==> src/design/vad_pkg.sv <==
`default_nettype none
// ----------------------------------------------------------------------------
// vad_pkg
// shared types and constants of the energy based voice activity endpointer
// ----------------------------------------------------------------------------
package vad_pkg;

    localparam int SAMPLE_BITS = 16;
    localparam int MAX_CHUNK   = 4096;
    localparam int CHUNK_CNT_W = $clog2(MAX_CHUNK + 1);
    localparam int MAG_W       = SAMPLE_BITS + 1;
    localparam int SQ_W        = 2 * SAMPLE_BITS - 1;
    localparam int ENERGY_W    = SQ_W + CHUNK_CNT_W - 1;

    localparam int THR_W = 30;
    localparam int CNT_W = 20;
    localparam logic [CNT_W-1:0] CNT_MAX = {CNT_W{1'b1}};

    localparam logic [THR_W-1:0] THR_RESET     = THR_W'(107374);
    localparam logic [CNT_W-1:0] TIMEOUT_RESET = CNT_W'(32000);
    localparam logic [CNT_W-1:0] MAX_REC_RESET = CNT_W'(160000);

    localparam int ADDR_W = 4;
    localparam int DATA_W = 32;

    typedef enum logic [1:0] {
        REG_THRESHOLD = 2'd0,
        REG_TIMEOUT   = 2'd1,
        REG_MAX_REC   = 2'd2,
        REG_NONE      = 2'd3
    } reg_index_t;

    typedef enum logic {
        CMD_SAMPLE = 1'b0,
        CMD_START  = 1'b1
    } cmd_t;

    typedef enum logic [1:0] {
        STOP_NONE    = 2'd0,
        STOP_SILENCE = 2'd1,
        STOP_MAX     = 2'd2,
        STOP_UNUSED  = 2'd3
    } stop_reason_t;

    typedef struct packed {
        logic [THR_W-1:0] threshold;
        logic [CNT_W-1:0] timeout;
        logic [CNT_W-1:0] max_rec;
    } cfg_t;

    typedef struct packed {
        cmd_t            cmd;
        logic            last;
        logic [SQ_W-1:0] square;
    } in_item_t;

    typedef struct packed {
        logic             chunk_done;
        logic             chunk_silent;
        logic             chunk_kept;
        logic             speech_started;
        logic             stop;
        stop_reason_t     stop_reason;
        logic             entirely_silent;
        logic [CNT_W-1:0] recorded_samples;
    } result_t;

endpackage
`default_nettype wire

==> src/design/vad_cfg.sv <==
`default_nettype none
// ----------------------------------------------------------------------------
// vad_cfg
// apb register file holding threshold, silence timeout and maximum length
// ----------------------------------------------------------------------------
module vad_cfg import vad_pkg::*;
(
    input  wire logic              clk,
    input  wire logic              rst_n,
    input  wire logic              psel,
    input  wire logic              penable,
    input  wire logic              pwrite,
    input  wire logic [ADDR_W-1:0] paddr,
    input  wire logic [DATA_W-1:0] pwdata,
    output logic      [DATA_W-1:0] prdata,
    output logic                   pready,
    output cfg_t                   cfg
);

    cfg_t       cfg_reg;
    cfg_t       cfg_next;
    reg_index_t index;
    logic       wr_en;

    assign pready = 1'b1;
    assign index  = reg_index_t'(paddr[3:2]);
    assign wr_en  = psel && penable && pwrite && pready;

    always_comb
    begin
        cfg_next = cfg_reg;
        if (wr_en)
        begin
            unique case (index)
                REG_THRESHOLD: cfg_next.threshold = pwdata[THR_W-1:0];
                REG_TIMEOUT:   cfg_next.timeout   = pwdata[CNT_W-1:0];
                REG_MAX_REC:   cfg_next.max_rec   = pwdata[CNT_W-1:0];
                REG_NONE:      cfg_next = cfg_reg;
            endcase
        end
    end

    always_comb
    begin
        unique case (index)
            REG_THRESHOLD: prdata = DATA_W'(cfg_reg.threshold);
            REG_TIMEOUT:   prdata = DATA_W'(cfg_reg.timeout);
            REG_MAX_REC:   prdata = DATA_W'(cfg_reg.max_rec);
            REG_NONE:      prdata = '0;
        endcase
    end

    always_ff @(posedge clk or negedge rst_n)
    begin
        if (!rst_n)
        begin
            cfg_reg.threshold <= THR_RESET;
            cfg_reg.timeout   <= TIMEOUT_RESET;
            cfg_reg.max_rec   <= MAX_REC_RESET;
        end
        else
        begin
            cfg_reg <= cfg_next;
        end
    end

    assign cfg = cfg_reg;

endmodule
`default_nettype wire

==> src/design/vad_in_stage.sv <==
`default_nettype none
// ----------------------------------------------------------------------------
// vad_in_stage
// input register that squares the incoming sample
// ----------------------------------------------------------------------------
module vad_in_stage import vad_pkg::*;
(
    input  wire logic                   clk,
    input  wire logic                   rst_n,
    input  wire logic                   s_valid,
    output logic                        s_ready,
    input  wire logic                   s_cmd,
    input  wire logic [SAMPLE_BITS-1:0] s_sample,
    input  wire logic                   s_last,
    output logic                        item_valid,
    input  wire logic                   item_ready,
    output in_item_t                    item
);

    logic               valid_reg;
    logic               valid_next;
    in_item_t           item_reg;
    logic               load;
    logic [MAG_W-1:0]   mag;
    logic [2*MAG_W-1:0] sq_full;

    // magnitude of the two's complement sample, most negative value included
    assign mag     = s_sample[SAMPLE_BITS-1] ? (MAG_W'(0) - {1'b1, s_sample})
                                             : {1'b0, s_sample};
    assign sq_full = mag * mag;

    assign s_ready = !valid_reg || item_ready;
    assign load    = s_valid && s_ready;

    always_comb
    begin
        if (load)
            valid_next = 1'b1;
        else if (item_ready)
            valid_next = 1'b0;
        else
            valid_next = valid_reg;
    end

    always_ff @(posedge clk or negedge rst_n)
    begin
        if (!rst_n)
            valid_reg <= 1'b0;
        else
            valid_reg <= valid_next;
    end

    always_ff @(posedge clk)
    begin
        if (load)
        begin
            item_reg.cmd    <= cmd_t'(s_cmd);
            item_reg.last   <= s_last;
            item_reg.square <= sq_full[SQ_W-1:0];
        end
    end

    assign item_valid = valid_reg;
    assign item       = item_reg;

endmodule
`default_nettype wire

==> src/design/vad_core.sv <==
`default_nettype none
// ----------------------------------------------------------------------------
// vad_core
// chunk energy accumulation, silence decision, session control, result register
// ----------------------------------------------------------------------------
module vad_core import vad_pkg::*;
(
    input  wire logic clk,
    input  wire logic rst_n,
    input  cfg_t      cfg,
    input  wire logic item_valid,
    output logic      item_ready,
    input  in_item_t  item,
    output logic      out_valid,
    input  wire logic out_ready,
    output result_t   result
);

    logic [ENERGY_W-1:0]    energy_reg, energy_next;
    logic [CHUNK_CNT_W-1:0] chunk_cnt_reg, chunk_cnt_next;
    logic                   speech_reg, speech_next;
    logic                   all_silent_reg, all_silent_next;
    logic [CNT_W-1:0]       silent_run_reg, silent_run_next;
    logic [CNT_W-1:0]       kept_total_reg, kept_total_next;
    logic                   active_reg, active_next;
    logic                   out_valid_reg, out_valid_next;
    result_t                result_reg, result_next;

    logic                   advance;
    logic [ENERGY_W-1:0]    energy_add;
    logic [ENERGY_W-1:0]    thr_limit;
    logic [CHUNK_CNT_W-1:0] cnt_inc;
    logic                   chunk_end;
    logic                   is_silent;
    logic [CNT_W:0]         run_sum;
    logic [CNT_W-1:0]       run_sat;
    logic [CNT_W:0]         kept_sum;
    logic [CNT_W-1:0]       kept_sat;
    logic                   kept;

    assign item_ready = !out_valid_reg || out_ready;
    assign advance    = item_valid && item_ready;

    // threshold times sample count, compared against the chunk energy
    assign energy_add = energy_reg + ENERGY_W'(item.square);
    assign cnt_inc    = chunk_cnt_reg + CHUNK_CNT_W'(1);
    assign thr_limit  = ENERGY_W'(cfg.threshold) * ENERGY_W'(cnt_inc);
    assign chunk_end  = item.last || (cnt_inc == CHUNK_CNT_W'(MAX_CHUNK));
    assign is_silent  = energy_add < thr_limit;

    assign run_sum  = {1'b0, silent_run_reg} + (CNT_W+1)'(cnt_inc);
    assign run_sat  = run_sum[CNT_W] ? CNT_MAX : run_sum[CNT_W-1:0];
    assign kept_sum = {1'b0, kept_total_reg} + (CNT_W+1)'(cnt_inc);
    assign kept_sat = kept_sum[CNT_W] ? CNT_MAX : kept_sum[CNT_W-1:0];

    always_comb
    begin
        energy_next     = energy_reg;
        chunk_cnt_next  = chunk_cnt_reg;
        speech_next     = speech_reg;
        all_silent_next = all_silent_reg;
        silent_run_next = silent_run_reg;
        kept_total_next = kept_total_reg;
        active_next     = active_reg;
        kept            = 1'b0;

        result_next                = result_reg;
        result_next.chunk_done     = 1'b0;
        result_next.chunk_silent   = 1'b0;
        result_next.chunk_kept     = 1'b0;
        result_next.stop           = 1'b0;
        result_next.stop_reason    = STOP_NONE;

        if (item.cmd == CMD_START)
        begin
            if (!active_reg)
            begin
                energy_next     = '0;
                chunk_cnt_next  = '0;
                speech_next     = 1'b0;
                all_silent_next = 1'b1;
                silent_run_next = '0;
                kept_total_next = '0;
                active_next     = 1'b1;
            end
        end
        else if (active_reg)
        begin
            if (!chunk_end)
            begin
                energy_next    = energy_add;
                chunk_cnt_next = cnt_inc;
            end
            else
            begin
                result_next.chunk_done   = 1'b1;
                result_next.chunk_silent = is_silent;
                kept                     = 1'b1;
                if (!speech_reg)
                begin
                    if (!is_silent)
                    begin
                        speech_next     = 1'b1;
                        all_silent_next = 1'b0;
                    end
                end
                else if (is_silent)
                begin
                    silent_run_next = run_sat;
                    if (run_sat >= cfg.timeout)
                    begin
                        kept                    = 1'b0;
                        result_next.stop        = 1'b1;
                        result_next.stop_reason = STOP_SILENCE;
                    end
                end
                else
                begin
                    silent_run_next = '0;
                    all_silent_next = 1'b0;
                end
                if (kept)
                begin
                    kept_total_next = kept_sat;
                    if (kept_sat >= cfg.max_rec)
                    begin
                        result_next.stop        = 1'b1;
                        result_next.stop_reason = STOP_MAX;
                    end
                end
                result_next.chunk_kept = kept;
                energy_next            = '0;
                chunk_cnt_next         = '0;
                if (result_next.stop)
                    active_next = 1'b0;
            end
        end

        result_next.speech_started   = speech_next;
        result_next.entirely_silent  = all_silent_next;
        result_next.recorded_samples = kept_total_next;
    end

    always_comb
    begin
        if (advance)
            out_valid_next = 1'b1;
        else if (out_ready)
            out_valid_next = 1'b0;
        else
            out_valid_next = out_valid_reg;
    end

    always_ff @(posedge clk or negedge rst_n)
    begin
        if (!rst_n)
        begin
            energy_reg     <= '0;
            chunk_cnt_reg  <= '0;
            speech_reg     <= 1'b0;
            all_silent_reg <= 1'b1;
            silent_run_reg <= '0;
            kept_total_reg <= '0;
            active_reg     <= 1'b0;
            out_valid_reg  <= 1'b0;
        end
        else
        begin
            out_valid_reg <= out_valid_next;
            if (advance)
            begin
                energy_reg     <= energy_next;
                chunk_cnt_reg  <= chunk_cnt_next;
                speech_reg     <= speech_next;
                all_silent_reg <= all_silent_next;
                silent_run_reg <= silent_run_next;
                kept_total_reg <= kept_total_next;
                active_reg     <= active_next;
            end
        end
    end

    always_ff @(posedge clk)
    begin
        if (advance)
            result_reg <= result_next;
    end

    assign out_valid = out_valid_reg;
    assign result    = result_reg;

    a_stop_ends_session: assert property (@(posedge clk) disable iff (!rst_n)
        out_valid_reg && result_reg.stop |-> !active_reg)
        else $error("session still active after a stop result");

    a_reason_with_stop: assert property (@(posedge clk) disable iff (!rst_n)
        out_valid_reg |-> (result_reg.stop == (result_reg.stop_reason != STOP_NONE)))
        else $error("stop reason does not match stop flag");

    a_flags_need_chunk: assert property (@(posedge clk) disable iff (!rst_n)
        out_valid_reg && !result_reg.chunk_done
            |-> !result_reg.chunk_silent && !result_reg.chunk_kept && !result_reg.stop)
        else $error("chunk flags set without a chunk end");

    a_chunk_bounded: assert property (@(posedge clk) disable iff (!rst_n)
        chunk_cnt_reg < CHUNK_CNT_W'(MAX_CHUNK))
        else $error("chunk count passed its limit");

    a_speech_clears_silent: assert property (@(posedge clk) disable iff (!rst_n)
        speech_reg |-> !all_silent_reg)
        else $error("speech seen but session marked all silent");

endmodule
`default_nettype wire

==> src/design/energy_vad_endpointer.sv <==
`default_nettype none
// ----------------------------------------------------------------------------
// energy_vad_endpointer
// energy based voice activity endpointer with apb configuration
// ----------------------------------------------------------------------------
// path: a request passes the input register and then the result register
// before it is offered; both hold while the result is not taken
// throughput: one request per cycle while m_tready does not hold the result
// reset: asynchronous, clears session state, loads register defaults
// ----------------------------------------------------------------------------
module energy_vad_endpointer import vad_pkg::*;
(
    input  wire logic              clk,
    input  wire logic              rst_n,
    input  wire logic              psel,
    input  wire logic              penable,
    input  wire logic              pwrite,
    input  wire logic [ADDR_W-1:0] paddr,
    input  wire logic [DATA_W-1:0] pwdata,
    output logic      [DATA_W-1:0] prdata,
    output logic                   pready,
    input  wire logic              s_tvalid,
    output logic                   s_tready,
    input  wire logic [15:0]       s_tdata,  // sample
    input  wire logic [0:0]        s_tuser,  // cmd
    input  wire logic              s_tlast,  // last_in_chunk
    output logic                   m_tvalid,
    input  wire logic              m_tready,
    // chunk_done, chunk_silent, chunk_kept, speech_started, stop,
    // stop_reason[1:0], entirely_silent, recorded_samples[19:0], zero pad
    output logic      [31:0]       m_tdata
);

    cfg_t     cfg;
    logic     item_valid;
    logic     item_ready;
    in_item_t item;
    result_t  result;

    vad_cfg u_cfg
    (
        .clk     (clk),
        .rst_n   (rst_n),
        .psel    (psel),
        .penable (penable),
        .pwrite  (pwrite),
        .paddr   (paddr),
        .pwdata  (pwdata),
        .prdata  (prdata),
        .pready  (pready),
        .cfg     (cfg)
    );

    vad_in_stage u_in
    (
        .clk        (clk),
        .rst_n      (rst_n),
        .s_valid    (s_tvalid),
        .s_ready    (s_tready),
        .s_cmd      (s_tuser[0]),
        .s_sample   (s_tdata),
        .s_last     (s_tlast),
        .item_valid (item_valid),
        .item_ready (item_ready),
        .item       (item)
    );

    vad_core u_core
    (
        .clk        (clk),
        .rst_n      (rst_n),
        .cfg        (cfg),
        .item_valid (item_valid),
        .item_ready (item_ready),
        .item       (item),
        .out_valid  (m_tvalid),
        .out_ready  (m_tready),
        .result     (result)
    );

    assign m_tdata = {4'b0000,
                      result.recorded_samples,
                      result.entirely_silent,
                      result.stop_reason,
                      result.stop,
                      result.speech_started,
                      result.chunk_kept,
                      result.chunk_silent,
                      result.chunk_done};

endmodule
`default_nettype wire
==> config.mk <==
export PLATFORM = sky130hd
export DESIGN_NAME = energy_vad_endpointer
export DESIGN_NICKNAME = d
export VERILOG_FILES = /design/src/design/vad_pkg.sv /design/src/design/vad_cfg.sv /design/src/design/vad_in_stage.sv /design/src/design/vad_core.sv /design/src/design/energy_vad_endpointer.sv
export SDC_FILE = /design/constraint.sdc
export NUM_CORES = 2
export LEC_CHECK = 0
export ABC_AREA = 0
export BUFFER_PORTS_ARGS = -buffer_cell sky130_fd_sc_hd__buf_4
export CAP_MARGIN = 40
export CORE_MARGIN = 2
export CORE_UTILIZATION = 65
export DETAILED_ROUTE_END_ITERATION = 12
export PLACE_DENSITY = 0.84
export SYNTH_ARGS = -nofsm -noshare
export SYNTH_HDL_FRONTEND = slang
export SYNTH_HIERARCHICAL = 1
export SYNTH_SLANG_ARGS = --single-unit
==> constraint.sdc <==
create_clock -name clk -period 15.59 [get_ports clk]
set_input_delay 0 -clock clk [delete_from_list [all_inputs] [get_ports clk]]
set_output_delay 0 -clock clk [all_outputs]
set_load 0.005 [all_outputs]
==> reports/metrics.csv <==
stage,metric,value,unit
power,Leakage Power,19.6,nW
critical_path,reg2reg setup slack,4350,ps
cts,Max Buffers Root-to-Sink,3,
logic_synthesis,Synth area leaders,"fa_1, ha_1, dfrtp_1, inv_1, nand2_1",
floorplan,Die Wd,236,um
global_route,GRT Util Overall,0.314,
final_layout,max reg flops,70,
logic_synthesis,sequential share of the synthesized area,0.175,
critical_path,Crit path depth,37,
cts,Setup Buffers After CTS,0,
power,Sw Pwr,4.11,mW
final_layout,Area Overhead vs Synth,8.60,%
placement,Placement Setup Slack,4550,ps
cts,worst skew pair latency,600,ps
timing,Final Cycle Share,0.721,
power,Gate power share,0.769,
detailed_routing,Vias/cell,5.94,
cts,CTS tree,yes,
logic_synthesis,Yosys top cell area share,0.287,
timing,setup violators final,0,
logic_synthesis,Post-synth EDFFs,60,
critical_path,Crit path buffers/inverters,8,
floorplan,num rows,84,
timing,final hold viol count,0,
detailed_routing,via count,27297,
floorplan,Die Y,236,um
critical_path,"Data required, critical path",16100,ps
critical_path,kind of critical path,flip-flop to flip-flop,
logic_synthesis,mapped cell area,34900,sq um
floorplan,Core Area,52900,sq um
cts,clk slew on worst S/H paths,70,ps
critical_path,Crit path top cell by count,fa_1,
timing,minimum clock period,11240,ps
global_route,aggregate global routing overflow,0,
cts,Num CTS Buffers,28,
cts,Max H-tree Level,1,
power,power per cell area,217,nW/um^2
timing,worst-margin pin slew,934,ps
final_layout,Antenna Cells,0,
critical_path,Top delay family on crit path,adder cells,
logic_synthesis,Synth cell types,95,
logic_synthesis,"flops & latches, synth",231,
detailed_routing,WL final,84700,um
timing,max_slew headroom,0.376,
min_path,worst hold path type,input pin to asynchronous set/reset pin,
timing,Setup TNS,0,ps
detailed_routing,DRC violations left,0,
job,max-cap viol count,0,
logic_synthesis,"count leader, synth",inv_1,
logic_synthesis,top cells by instance count after synthesis,"inv_1, fa_1, nand2_1",
logic_synthesis,Cells after Synth,3779,
critical_path,reg2reg start,u_core/chunk_cnt_reg[0],
critical_path,CP Launch Type,flip-flop,
final_layout,post-route non-filler standard cell count,4599,
timing,Hold Slack,33.9,ps
timing,Fmax,89.0,MHz
critical_path,worst setup path start,u_core/chunk_cnt_reg[0],
power,Peak VDD IR,0.446,mV
detailed_routing,antenna-violating nets left,0,
cts,CTS Hold Bufs,38,
logic_synthesis,top_reg_cell synth,dfrtp_1,
critical_path,Worst setup EP type,flip-flop,
timing,Final WS setup,4350,ps
placement,placed insts,4509,
timing,pins over their slew limit,0,
logic_synthesis,Avg Synthesized Cell Area,9.24,sq um
global_route,vias in the first global route,28907,
floorplan,die area,55600,sq um
critical_path,Critical Path Fanout Max,34,
power,Pint,4.12,mW
placement,routability cong.,0.901,
global_route,pin count of the biggest net entering global routing,61,
critical_path,R2R Path End,u_core/kept_total_reg[4],
status,status,finished clean,
final_layout,share of layout cells above drive strength 1,0.0897,
detailed_routing,DR WL/cell,18.4,um
detailed_routing,initial drt markers,2053,
global_route,antenna violations before repair,0,
floorplan,io pins,128,
detailed_routing,first-pass iteration count of the detailed router,6,
placement,number of port buffers,116,
cts,root buffer cell,clkbuf_16,
critical_path,CP endpoint,u_core/kept_total_reg[4],
global_route,first-pass GRT wire length,142000,um
critical_path,Worst EP arrival,11750,ps
final_layout,NumNets Final,4773,
placement,DP HPWL,64400,um
logic_synthesis,leading area contributor after synthesis,fa_1,
logic_synthesis,Synth async-reset ratio,0.740,
timing,RSZ-0062 raised after global routing,no,
critical_path,worst reg-to-reg path cell count,37,
floorplan,initial core utilization,0.661,
cts,clk sinks,231,
logic_synthesis,Syn. warnings,6,
power,switching share of total power,0.499,
cts,PostCTS Resize Cnt,0,
timing,clock skew,37.9,ps
power,Flop pwr share,0.144,
power,clock group share of total power,0.087,
critical_path,CP max-delay cell,o41ai_1,
critical_path,max incr delay on CP,710,ps
-- power groups by stage --
stage	Clock (mW)	Sequential [mW]	Combinational, mW
floorplan	0	1.08	4.99
global placement	0	1.18	5.96
detailed placement	0	1.19	6.20
CTS	0.717	1.18	6.27
global route	0.742	1.20	7.24
finish	0.712	1.19	6.32
-- kinds of logic after synthesis --
logic type      synth area share
compound gates             0.115
mux                       0.0376
other cells             0.000537
fa+ha+maj                  0.402
buf+inv                   0.0951
xor+xnor                  0.0378
simple gates               0.137
flops                      0.175
-- metal layers --
metal | GRT usage | share of wire
met5 | 0 | 0
met4 | 0.117 | 0.038
met3 | 0.0570 | 0.079
met2 | 0.532 | 0.49
met1 | 0.404 | 0.39
-- cell type report --
class / instances / area [sq um]
clock inverters: 13 / 194
fillers: 3784 / 14900
inverters: 704 / 2640
well taps: 688 / 861
multi-input cells: 2728 / 25700
flip-flops and latches: 231 / 6110
clock buffers: 39 / 802
repair buffers: 196 / 1620
-- how the worst min path moves through the flow --
stage,from,end,slack [ps],cells after the start
3_3_place_gp,rst_n,u_cfg/cfg[44],30,1
6_report,rst_n,u_cfg/cfg[43],30,2
3_5_place_dp,rst_n,u_cfg/cfg[44],40,1
4_1_cts,rst_n,u_cfg/cfg[43],30,2
2_1_floorplan,rst_n,u_cfg/cfg[0],-300,0
5_1_grt,rst_n,u_cfg/cfg[43],60,2
-- per-stage QoR --
stage / power, mW / cell area (sq um) / utilization
2_1_floorplan: 6.07 / 35100 / -
3_3_place_gp: 7.14 / 36400 / 0.689
3_5_place_dp: 7.39 / 36500 / 0.691
4_1_cts: 8.16 / 37900 / 0.718
5_1_grt: 9.18 / 37900 / 0.718
6_report: 8.22 / 37900 / 0.718
-- cell usage in the layout, fill, tap and decap left out, drive strengths merged, types with 16 or more instances in the layout --
master and count:
nand3 43, nor2 141, nor2b 49, mux2i 49
o21ai 131, ha 322, nor3 42, o21a 33
dlygate4sd3 37, nand2 482, fa 501, a31oi 30
a21oi 111, o211ai 21, a22o 62, a211oi 16
and2 128, nand2b 27, and3 25, edfxtp 60
buf 159, inv 702, dfrtp 149, or3 17
conb 41, xnor2 79, xor2 69, a21o 71
mux2 73, dfstp 22, clkbuf 39
Power figures use the tool's default switching activity.
